### config.mk
export PLATFORM = sky130hd
export DESIGN_NAME = kqt_cell
export DESIGN_NICKNAME = d
export VERILOG_FILES = /design/src/hw/rtl/kqt_pkg.sv /design/src/hw/rtl/kqt_cell.sv
export SDC_FILE = /design/constraint.sdc
export NUM_CORES = 1
export LEC_CHECK = 0
export BUFFER_PORTS_ARGS = -buffer_cell sky130_fd_sc_hd__buf_2
export CAP_MARGIN = 25
export CELL_PAD_IN_SITES_DETAIL_PLACEMENT = 0
export CELL_PAD_IN_SITES_GLOBAL_PLACEMENT = 2
export CORE_ASPECT_RATIO = 1.5
export CORE_MARGIN = 5
export CORE_UTILIZATION = 29
export DETAILED_ROUTE_END_ITERATION = 8
export HOLD_SLACK_MARGIN = 0.05
export MAX_ROUTING_LAYER = met4
export PLACE_DENSITY_LB_ADDON = 0.05
export SYNTH_ARGS = -nofsm -noshare
export SYNTH_HDL_FRONTEND = slang
export SYNTH_SLANG_ARGS = --single-unit
### constraint.sdc
create_clock -name clk -period 3.2 [get_ports clk]
set_clock_uncertainty 0.05 [all_clocks]
set_input_delay 0.16 -clock clk [delete_from_list [all_inputs] [get_ports clk]]
set_output_delay 0.16 -clock clk [all_outputs]
set_load 0.05 [all_outputs]
### src/hw/rtl/kqt_pkg.sv
// ----------------------------------------------------------------------------
// Keyed quantity table package
// Command and status codes and the item record that travels along the chain.
// ----------------------------------------------------------------------------
package kqt_pkg;

  localparam int KEY_W  = 32;
  localparam int QTY_W  = 32;
  localparam int SLOT_W = 7;
  localparam int ENTRIES_DEF = 128;

  typedef enum logic [1:0] {
    OP_INSERT = 2'd0,
    OP_SEARCH = 2'd1,
    OP_UPDATE = 2'd2
  } op_t;

  typedef enum logic [1:0] {
    ST_OK      = 2'd0,
    ST_FULL    = 2'd1,
    ST_DUP     = 2'd2,
    ST_MISSING = 2'd3
  } status_t;

  typedef struct packed {
    logic              valid;
    op_t               op;
    logic [KEY_W-1:0]  key;
    logic [QTY_W-1:0]  amount;
    logic              hit;
    logic [QTY_W-1:0]  qty;
  } tok_t;

endpackage

### src/hw/rtl/kqt_cell.sv
// ----------------------------------------------------------------------------
// Keyed quantity table cell
// Holds one record, compares the passing item against it and forwards the
// item through a register to the next cell.
// ----------------------------------------------------------------------------
module kqt_cell
  import kqt_pkg::*;
#(
  parameter int ENTRIES = ENTRIES_DEF,
  parameter int IDX     = 0,
  localparam int IDX_W  = $clog2(ENTRIES),
  localparam int CNT_W  = $clog2(ENTRIES + 1)
) (
  input  logic             clk,
  input  logic             rst_n,
  input  logic [CNT_W-1:0] count_i,
  input  tok_t             tok_i,
  input  logic [IDX_W-1:0] slot_i,
  output tok_t             tok_o,
  output logic [IDX_W-1:0] slot_o
);

  localparam logic [CNT_W-1:0] MY_POS  = CNT_W'(IDX);
  localparam logic [IDX_W-1:0] MY_SLOT = IDX_W'(IDX);

  logic [KEY_W-1:0] key_r;
  logic [QTY_W-1:0] qty_r;
  logic [QTY_W-1:0] qty_nxt;
  tok_t             tok_r, tok_nxt;
  logic [IDX_W-1:0] slot_r, slot_nxt;
  logic             occupied;
  logic             match;
  logic             key_we;
  logic             qty_we;

  always_comb begin
    occupied = MY_POS < count_i;
    match    = tok_i.valid && occupied && !tok_i.hit && (tok_i.key == key_r);
    tok_nxt  = tok_i;
    slot_nxt = slot_i;
    key_we   = tok_i.valid && (tok_i.op == OP_INSERT) && !tok_i.hit && (MY_POS == count_i);
    qty_we   = key_we;
    qty_nxt  = tok_i.amount;
    if (match) begin
      tok_nxt.hit = 1'b1;
      slot_nxt    = MY_SLOT;
      case (tok_i.op)
        OP_UPDATE: begin
          qty_nxt     = qty_r + tok_i.amount;
          qty_we      = 1'b1;
          tok_nxt.qty = qty_r + tok_i.amount;
        end
        OP_SEARCH: begin
          tok_nxt.qty = qty_r;
        end
        default: begin
        end
      endcase
    end
  end

  always_ff @(posedge clk) begin
    if (!rst_n) begin
      tok_r <= '0;
    end else begin
      tok_r <= tok_nxt;
    end
    slot_r <= slot_nxt;
    if (key_we) begin
      key_r <= tok_i.key;
    end
    if (qty_we) begin
      qty_r <= qty_nxt;
    end
  end

  assign tok_o  = tok_r;
  assign slot_o = slot_r;

endmodule

==> flow_summary.json, run 1 <==
{
  "status": "complete, no violations",
  "antenna_left": 0,
  "cts_tree": "yes",
  "grt_pass1_wl_um": 39000,
  "mappedNetlistArea_mm2": 0.00792,
  "io_pins": 224,
  "start_kind": "flop",
  "clock_sinks": 171,
  "yosysWarningCount": 0,
  "fillers": 2678,
  "fmax_mhz": 331,
  "grt_pass1_vias": 7132,
  "relSlewSlack_pct": 36.7,
  "arrival_ns": 3.15,
  "dpl.hpwl_um": 18000,
  "start_util_pct": 29.2,
  "p_leak_nw": 4.93,
  "setup_viol": 0,
  "syn2layout_area_growth_pct": 40.3,
  "drive_gt1_share_pct": 26.8,
  "synth-edff-count": 64,
  "n_antenna_cell": 0,
  "clock_latency_ns": 0.45,
  "hp-class": "in -> reg",
  "die_y_um": 212,
  "nets": 1234,
  "postLayoutCoreUtil_pct": 41.0,
  "overflow": 0,
  "cts_buffer_depth": 2,
  "drtIter0Drc": 216,
  "fin_area_mm2": 0.0111,
  "port_buffers": 223,
  "yosysSeqAreaShare_pct": 51.3,
  "grt_max_degree": 72,
  "tightest_slew_ns": 0.949,
  "globalplace.congestion": 0.854,
  "reg2reg_slack_ns": 0.18,
  "ys_ff_latch": 171,
  "maxCapViolCount": 0,
  "synth_ff_type": "dfxtp_1",
  "rsz0062_at_grt": "false",
  "path_max_fanout": 5,
  "drtPass1Iterations": 5,
  "critical_path_class": "reg -> reg",
  "core_area_mm2": 0.0271,
  "critPathCaptureType": "flop",
  "irDropWorstVdd_v": 0.000384,
  "required_ns": 3.33,
  "via_count": 6744,
  "cts_root_buffer": "clkbuf_16",
  "grt_usage_pct": 16.6,
  "synth_area_per_cell_um2": 10.5,
  "cts_buffers": 17,
  "fin_crit_sh_pct": 94.4,
  "antenna_found_initial": 0,
  "wl_um": 25000,
  "final.setup.tns_ns": 0,
  "postPlaceCellArea_mm2": 0.00946,
  "row_count": 74,
  "htreeDepth": 4,
  "holdWs_ns": 0.0927,
  "hold_viol_final": 0,
  "synthCells": 755,
  "dieArea_mm2": 0.0308,
  "min_period_ns": 3.02,
  "clk_pin_slew_ns": 0.07,
  "drc_errors": 0,
  "syn-num-nets": 907,
  "die_w_um": 145,
  "power-per-cell-area_mw_per_mm2": 483,
  "report.final.slew_viol_count": 0,
  "wl_per_cell_um": 17.4,
  "synthArstFlopShare_pct": 0,
  "synth.distinct_cells": 60,
  "routed_via_density": 4.69
}
## path summary, 6_finish.rpt
check / startpoint / to / cells after the start
hold / removal: tok_i[31] / tok_o[31] / 3
setup reg to reg: qty_r[0] / qty_r[28] / 11
setup / recovery: qty_r[0] / qty_r[28] / 11
hold reg to reg: qty_r[26] / tok_o[26] / 2
## per-layer routing
layer	track usage, %	vias to the layer above	wire length (µm)
met4	6.76	0	794
met1	17.1	3167	9780
met2	30.1	201	13100
met5	-	-	0
li1	-	3334	-
met3	4.22	42	1290
## sequential cells by signal, summed over array words and instances, names as in the netlist
signal	cells
key_r	32
qty_r	32
slot_o	7
tok_o	100
## Yosys cell counts, drive strengths merged (3+ instances only)
| master | n | area share [%] |
|---|---|---|
| a31oi | 11 | 0.87 |
| ha | 34 | 5.4 |
| o211ai | 22 | 2.1 |
| nor2b | 16 | 1.3 |
| mux2i | 5 | 0.63 |
| nor4 | 5 | 0.58 |
| and4 | 3 | 0.33 |
| buf | 12 | 0.98 |
| nand2 | 81 | 3.8 |
| nand2b | 3 | 0.24 |
| dfxtp | 107 | 27 |
| o21ai | 56 | 3.6 |
| a21boi | 3 | 0.28 |
| o211a | 16 | 2.0 |
| o21bai | 4 | 0.38 |
| nor3 | 6 | 0.38 |
| xor2 | 50 | 5.6 |
| inv | 8 | 0.38 |
| nor2 | 27 | 1.3 |
| nand3 | 15 | 0.95 |
| xnor2 | 14 | 1.5 |
| a21o | 20 | 1.9 |
| clkbuf | 24 | 1.2 |
| nand4 | 10 | 0.79 |
| a211oi | 3 | 0.41 |
| and2 | 73 | 5.8 |
| a31o | 3 | 0.44 |
| edfxtp | 64 | 24 |
| mux2 | 6 | 0.85 |
| a21oi | 34 | 2.2 |
## cell usage in the layout (no fill, tap or decap), types with 15 or more instances in the layout
cell type | Yosys | final
buf_2 | 8 | 222
dfxtp_1 | 107 | 107
dlygate4sd3_1 | 0 | 106
nand2_1 | 81 | 81
and2_1 | 72 | 73
edfxtp_1 | 64 | 64
o21ai_0 | 53 | 52
xor2_1 | 49 | 49
ha_1 | 34 | 34
a21oi_1 | 32 | 31
nor2_1 | 26 | 25
o211ai_1 | 22 | 22
a21o_1 | 20 | 20
clkbuf_16 | 0 | 17
nor2b_1 | 16 | 16
o211a_1 | 16 | 16
nand3_1 | 15 | 15
## cells by family (layout without fill, tap and decap cells)
group                    after synthesis  count (layout)  share of synthesized area [%]
AND/OR/NAND/NOR                      246             246                           16.1
buffers and inverters                 44             384                           2.51
AO/OA/AOI/OAI                        184             184                           15.8
flip-flops                           171             171                           51.3
adder cells (fa/ha/maj)               35              35                           5.62
XOR/XNOR                              64              64                           7.17
multiplexers                          11              11                           1.48
## timing repair
action / 4_1_cts / 5_1_grt
buffers inserted: 0 / 1
hold buffers: 106 / 0
endpoints found under the hold margin: 170 / 0
resized for setup: 0 / 2
setup endpoints to repair: 0 / 5
## layout make-up
| class | instances | area [µm²] | share of cell area (%) |
|---|---|---|---|
| inverters | 8 | 30.0 | 0.270 |
| repair buffers | 344 | 2330 | 21.0 |
| clock inverters | 15 | 161 | 1.45 |
| well taps | 342 | 428 | 3.85 |
| flip-flops and latches | 171 | 4060 | 36.6 |
| clock buffers | 17 | 425 | 3.83 |
| multi-input cells | 540 | 3680 | 33.1 |
## per-stage QoR
| stage | power, mW | setup WS, ns | std cells |
|---|---|---|---|
| after global routing | 5.61 | 0.0500 | 1437 |
| final | 5.37 | 0.181 | 1437 |
| after CTS | 5.46 | 0.0499 | 1436 |
| after global placement | 3.19 | 0.114 | 1298 |
| after floorplan | 2.92 | 0.269 | 755 |
| after detailed placement | 3.19 | 0.0815 | 1298 |
## critical path: stages, from the launching register on
cell,delay [ns]
edfxtp_1,0.39
ha_1,0.23
fa_2,0.38
a211oi_2,0.24
o21ai_1,0.13
a21oi_2,0.26
o211ai_1,0.16
a221oi_2,0.37
o21ai_2,0.09
a21oi_1,0.19
xor2_1,0.18
o21ai_1,0.08
## where the power goes
part / switching [mW] / internal, mW / total, mW
Clock: 0.967 / 1.17 / 2.13
Sequential: 0.0149 / 2.32 / 2.34
Combinational: 0.564 / 0.333 / 0.897
No activity file was read; power rests on OpenSTA's default activity.
==> inputs of run 2 (changes only) <==
--- a/config.mk
+++ b/config.mk
@@ -16,6 +16,8 @@
 export HOLD_SLACK_MARGIN = 0.05
 export MAX_ROUTING_LAYER = met4
 export PLACE_DENSITY_LB_ADDON = 0.05
+export RECOVER_POWER = 100
+export REMOVE_ABC_BUFFERS = 1
 export SYNTH_ARGS = -nofsm -noshare
 export SYNTH_HDL_FRONTEND = slang
 export SYNTH_SLANG_ARGS = --single-unit
==> run 2 against run 1 <==
- the run now ends with max-capacitance violations, max-slew violations left
- non-clock buffer count up 9
- die area unchanged
- routed wire length down 0.62%
- register-to-register slack worse by 0.06 ns
==> flow_summary.json, run 2 (same netlist as run 1, synthesis figures left out) <==
{
  "status": "complete, but fails checks",
  "failed_checks": "max-capacitance violations, max-slew violations",
  "power-per-cell-area_mw_per_mm2": 494,
  "tightest_slew_ns": 1.82,
  "required_ns": 3.35,
  "hp-class": "in -> reg",
  "nets": 1243,
  "hold_viol_final": 0,
  "dieArea_mm2": 0.0308,
  "crit_family": "compound AO/OA/AOI/OAI gates",
  "top_usage_layer": "met2",
  "cts_buffers": 17,
  "cts_buffer_depth": 2,
  "drive_gt1_share_pct": 14.4,
  "gr-usage-met1_pct": 18.9,
  "start_kind": "flop",
  "fillers": 2780,
  "via_count": 6807,
  "routed_via_density": 4.71,
  "final_cell_mix": "142 x clkbuf_1, 107 x dlygate4sd3_1, 107 x dfxtp_1",
  "die_w_um": 145,
  "row_count": 74,
  "fin_crit_sh_pct": 96.3,
  "clock_latency_ns": 0.45,
  "maxCapViolCount": 1,
  "irDropWorstVdd_v": 0.000394,
  "cts_root_buffer": "clkbuf_16",
  "core_area_mm2": 0.0271,
  "placed_cells": 1302,
  "swShare_pct": 27.7,
  "setup_viol": 0,
  "pwr-share-seq_pct": 43.2,
  "cp_slowest_cell": "edfxtp_1",
  "clk_pin_slew_ns": 0.07,
  "drtIter0Drc": 258,
  "n_antenna_cell": 0,
  "fin_area_mm2": 0.0110,
  "crit_chain": "ha_4 -> fa_2 -> a211oi_2 -> o21ai_1 -> a21oi_2 -> o211ai_1 -> a221oi_2 -> buf_4 -> nor2b_2 -> nor2_2 -> xor2_1 -> o21ai_1",
  "die_y_um": 212,
  "p_int_mw": 3.92,
  "final.setup.tns_ns": 0,
  "grt_pass1_wl_um": 39800,
  "wl_per_cell_um": 17.2,
  "worst-path-buf-inv": 1,
  "critical_path_class": "reg -> reg",
  "dpl.hpwl_um": 18300,
  "relSlewSlack_pct": -21.4,
  "p_leak_nw": 4.47,
  "globalplace.congestion": 0.822,
  "fin_cells": 1446,
  "grt_pass1_vias": 7250,
  "start_util_pct": 29.2,
  "grtUsageMet2_pct": 28.8,
  "io_pins": 224,
  "critPathCaptureType": "flop",
  "antenna_found_initial": 0,
  "drc_errors": 0,
  "met3_usage_pct": 3.05,
  "arrival_ns": 3.23,
  "wl_um": 24800,
  "min_period_ns": 3.08,
  "largest_reg_flops": 100,
  "power_frac_clock_pct": 40.7,
  "antenna_left": 0,
  "syn2layout_area_growth_pct": 38.6,
  "path_max_fanout": 5,
  "p_sw_mw": 1.50,
  "finalPower_mw": 5.42,
  "cp_slowest_stage_delay_ns": 0.43,
  "port_buffers": 223,
  "rsz0062_at_grt": "true",
  "power_frac_comb_pct": 16.2,
  "grt_max_degree": 102,
  "postPlaceCellArea_mm2": 0.00949,
  "report.final.slew_viol_count": 102,
  "drtPass1Iterations": 4,
  "htreeDepth": 4,
  "cts_tree": "yes",
  "clock_sinks": 171,
  "overflow": 0,
  "path_common_cell": "o21ai_1",
  "final_common_cell": "clkbuf_1",
  "grt_usage_pct": 16.7,
  "fmax_mhz": 325
}
-- run 2: cell types whose count changed in the layout (fill, tap and decap cells not counted), sizes merged --
cell and change:
buf -137, bufinv +1, clkbuf +148, clkinv -2, dlygate4sd3 +1, inv -2
-- run 2: worst register-to-register path, stage by stage, from the launching register on --
cell      delay, ns
edfxtp_1       0.43
ha_4           0.20
fa_2           0.40
a211oi_2       0.27
o21ai_1        0.11
a21oi_2        0.24
o211ai_1       0.16
a221oi_2       0.41
buf_4          0.19
nor2b_2        0.04
nor2_2         0.11
xor2_1         0.15
o21ai_1        0.08
-- run 2: path summary, 6_finish.rpt --
| check | from | to | slack (ns) | cells after the start |
|---|---|---|---|---|
| worst max-delay path | qty_r[0] | qty_r[24] | 0.12 | 12 |
| worst min-delay path | slot_i[3] | slot_o[3] | 0.42 | 3 |
| worst max register to register | qty_r[0] | qty_r[24] | 0.12 | 12 |
| worst min register to register | qty_r[26] | tok_o[26] | 0.54 | 2 |
-- run 2: timing repair --
action,CTS,global route
hold buffers,107,0
resized for setup,0,8
buffers inserted,1,4
hold endpoints to repair,171,0
setup endpoints to repair,1,5
pin swaps,1,10
-- run 2: power groups by stage --
| stage | clock (mW) | sequential (mW) | combinational, mW |
|---|---|---|---|
| finish | 2.21 | 2.34 | 0.877 |
| global route | 2.36 | 2.35 | 0.954 |
| CTS | 2.28 | 2.34 | 0.912 |
| detailed placement | 0 | 2.39 | 0.802 |
| global placement | 0 | 2.39 | 0.795 |
| floorplan | 0 | 2.65 | 0.261 |
-- run 2: final cells by class --
| class | count | area, µm² | area share (%) |
|---|---|---|---|
| timing repair buffer | 353 | 2180 | 19.8 |
| inverter | 8 | 30.0 | 0.273 |
| multi-input combinational | 540 | 3670 | 33.4 |
| clock buffer | 20 | 458 | 4.17 |
| tap | 342 | 428 | 3.90 |
| clock inverter | 12 | 155 | 1.41 |
| sequential | 171 | 4060 | 37.0 |
-- run 2: through the flow --
stage / setup WS, ns / hold WS (ns) / utilization, %
after floorplan: -0.171 / 0.209 / -
after global placement: -0.00732 / 0.319 / 34.9
after detailed placement: -0.0675 / 0.328 / 35.0
after CTS: 0.00192 / 0.334 / 41.2
after global routing: -0.0957 / 0.411 / 40.5
final: 0.120 / 0.421 / 40.5
-- run 2: layer usage --
layer	vias up	wire (µm)
met5	-	0
met4	0	727
met3	33	1090
met2	199	12700
met1	3218	10300
li1	3357	-
==> inputs of run 3 (changes only) <==
--- a/config.mk
+++ b/config.mk
@@ -11,7 +11,7 @@
 export CELL_PAD_IN_SITES_GLOBAL_PLACEMENT = 2
 export CORE_ASPECT_RATIO = 1.5
 export CORE_MARGIN = 5
-export CORE_UTILIZATION = 29
+export CORE_UTILIZATION = 32
 export DETAILED_ROUTE_END_ITERATION = 8
 export HOLD_SLACK_MARGIN = 0.05
 export MAX_ROUTING_LAYER = met4
==> constraint.sdc (replaced) <==
create_clock -name clk -period 3.95 [get_ports clk]
set_clock_uncertainty 0.05 [all_clocks]
set_input_delay 0.1975 -clock clk [delete_from_list [all_inputs] [get_ports clk]]
set_output_delay 0.1975 -clock clk [all_outputs]
set_load 0.05 [all_outputs]
==> run 3 against run 2 <==
- the run still ends with max-capacitance violations, max-slew violations left
- die area is 8.8% lower
- final cell count shrank 2.6%
- global-route usage up 1.5 points
- core utilization up 3.4 points
- flip-flop and latch count unchanged
- sequential share of layout area rose by 0.88 points
- sequential power fell by 19%
- routed wire length grew 0.98%
- via count rose by 0.38%
- first-iteration DRC count shrank 9.7%
- setup slack better by 0.44 ns
- critical path type is now in -> reg
- largest cell class unchanged
- largest power group unchanged
==> flow_summary.json, run 3 (same netlist as run 1, synthesis figures left out) <==
{
  "status": "complete, but fails checks",
  "failed_checks": "max-capacitance violations, max-slew violations",
  "via_count": 6833,
  "clock_sinks": 171,
  "critical_path_class": "in -> reg",
  "hp-class": "in -> reg",
  "worstRegToRegCells": 9,
  "core_area_mm2": 0.0244,
  "routed_via_density": 4.85,
  "seqCellArea_mm2": 0.00406,
  "cts_tree": "yes",
  "die_y_um": 203,
  "nets": 1223,
  "setup_viol": 0,
  "fin_crit_sh_pct": 85.8,
  "drive_gt1_share_pct": 12.5,
  "fmax_mhz": 295,
  "post_cts.repair.setup_buffers": 0,
  "hold_viol_final": 0,
  "relSlewSlack_pct": -17.2,
  "cts_buffers": 17,
  "cts_buffer_depth": 2,
  "grt_usage_pct": 18.2,
  "min_period_ns": 3.39,
  "grt_max_degree": 102,
  "power-per-cell-area_mw_per_mm2": 398,
  "port_buffers": 223,
  "globalplace.congestion": 0.850,
  "fillers": 2437,
  "dpl.hpwl_um": 18100,
  "arrival_ns": 3.50,
  "grt_pass1_wl_um": 39300,
  "final.setup.tns_ns": 0,
  "n_antenna_cell": 0,
  "p_leak_nw": 4.36,
  "clock_latency_ns": 0.43,
  "final_cell_mix": "145 x clkbuf_1, 107 x dfxtp_1, 101 x dlygate4sd3_1",
  "multiInputGateArea_mm2": 0.00364,
  "required_ns": 4.06,
  "grt_pass1_vias": 7151,
  "row_count": 70,
  "r2r-end": "tok_o[22]",
  "drtIter0Drc": 233,
  "clk_pin_slew_ns": 0.07,
  "report.final.slew_viol_count": 124,
  "rsz0062_at_grt": "false",
  "drtPass1Iterations": 5,
  "antenna_found_initial": 0,
  "wl_per_cell_um": 17.8,
  "critPathCaptureType": "flop",
  "start_kind": "input port",
  "overflow": 0,
  "postLayoutCoreUtil_pct": 43.9,
  "r2r_start": "key_r[16]",
  "holdPathStages": 3,
  "cts_root_buffer": "clkbuf_16",
  "die_w_um": 138,
  "syn2layout_area_growth_pct": 35.4,
  "hold_end": "tok_o[25]",
  "min_from": "tok_i[25]",
  "final_common_cell": "clkbuf_1",
  "largest_reg_flops": 100,
  "htreeDepth": 4,
  "tightest_slew_ns": 1.76,
  "path_max_fanout": 5,
  "irDropWorstVdd_v": 0.000312,
  "maxCapViolCount": 2,
  "reg2reg_slack_ns": 0.61,
  "wl_um": 25100,
  "dieArea_mm2": 0.0281,
  "start_util_pct": 32.4,
  "io_pins": 224,
  "drc_errors": 0,
  "antenna_left": 0
}
## run 3: timing repair
action,4_1_cts,5_1_grt
resized for setup,0,0
hold buffers,101,0
hold endpoints to repair,157,0
## run 3: how the worst max path moves through the flow
stage	from	endpoint	slack, ns	cells past startpoint
5_1_grt	tok_i[33]	qty_r[28]	0.28	13
2_1_floorplan	count_i[4]	qty_r[0]	0.54	3
4_1_cts	tok_i[33]	qty_r[30]	0.64	12
6_report	tok_i[33]	qty_r[28]	0.56	13
3_3_place_gp	qty_r[0]	qty_r[30]	0.80	10
3_5_place_dp	qty_r[0]	qty_r[26]	0.72	10
## run 3: per-stage QoR
stage               instances  hold WS [ns]  instance area (µm²)  setup WS [ns]  power (mW)
floorplan                 719         0.246                 7750          0.541        2.36
global placement         1275         0.356                 9370          0.796        2.58
detailed placement       1275         0.363                 9370          0.724        2.58
CTS                      1408        0.0545                11000          0.643        4.35
global route             1408        0.0698                10700          0.279        4.46
finish                   1408        0.0650                10700          0.561        4.27
## run 3: final cells by class
type / instances / area share (%)
tap: 324 / 3.78
sequential: 171 / 37.9
clock buffer: 17 / 3.97
inverter: 8 / 0.280
multi-input combinational: 540 / 33.9
clock inverter: 15 / 1.40
timing repair buffer: 333 / 18.7
## run 3: per-layer routing
layer	track usage, %	vias to the layer above	part of all wire (%)
met4	6.04	0	2.2
met1	19.2	3265	39
li1	-	3323	-
met5	-	-	0
met3	3.77	35	4.7
met2	33.8	210	54
## run 3: worst max-delay path, stage by stage
cell and delay, ns:
dlygate4sd3_1 0.57, clkbuf_1 0.13, ha_1 0.23, fa_1 0.44, a211oi_2 0.26, o21ai_1 0.13, a21oi_2 0.26, o211ai_1 0.16
a221oi_1 0.55, o21ai_2 0.14, a21oi_1 0.20, xor2_1 0.16, o21ai_1 0.07
## run 3: power by group
group          switching, mW  total, mW  internal (mW)
clock network          0.784       1.68          0.894
logic                  0.454      0.693          0.239
registers             0.0152       1.90           1.88
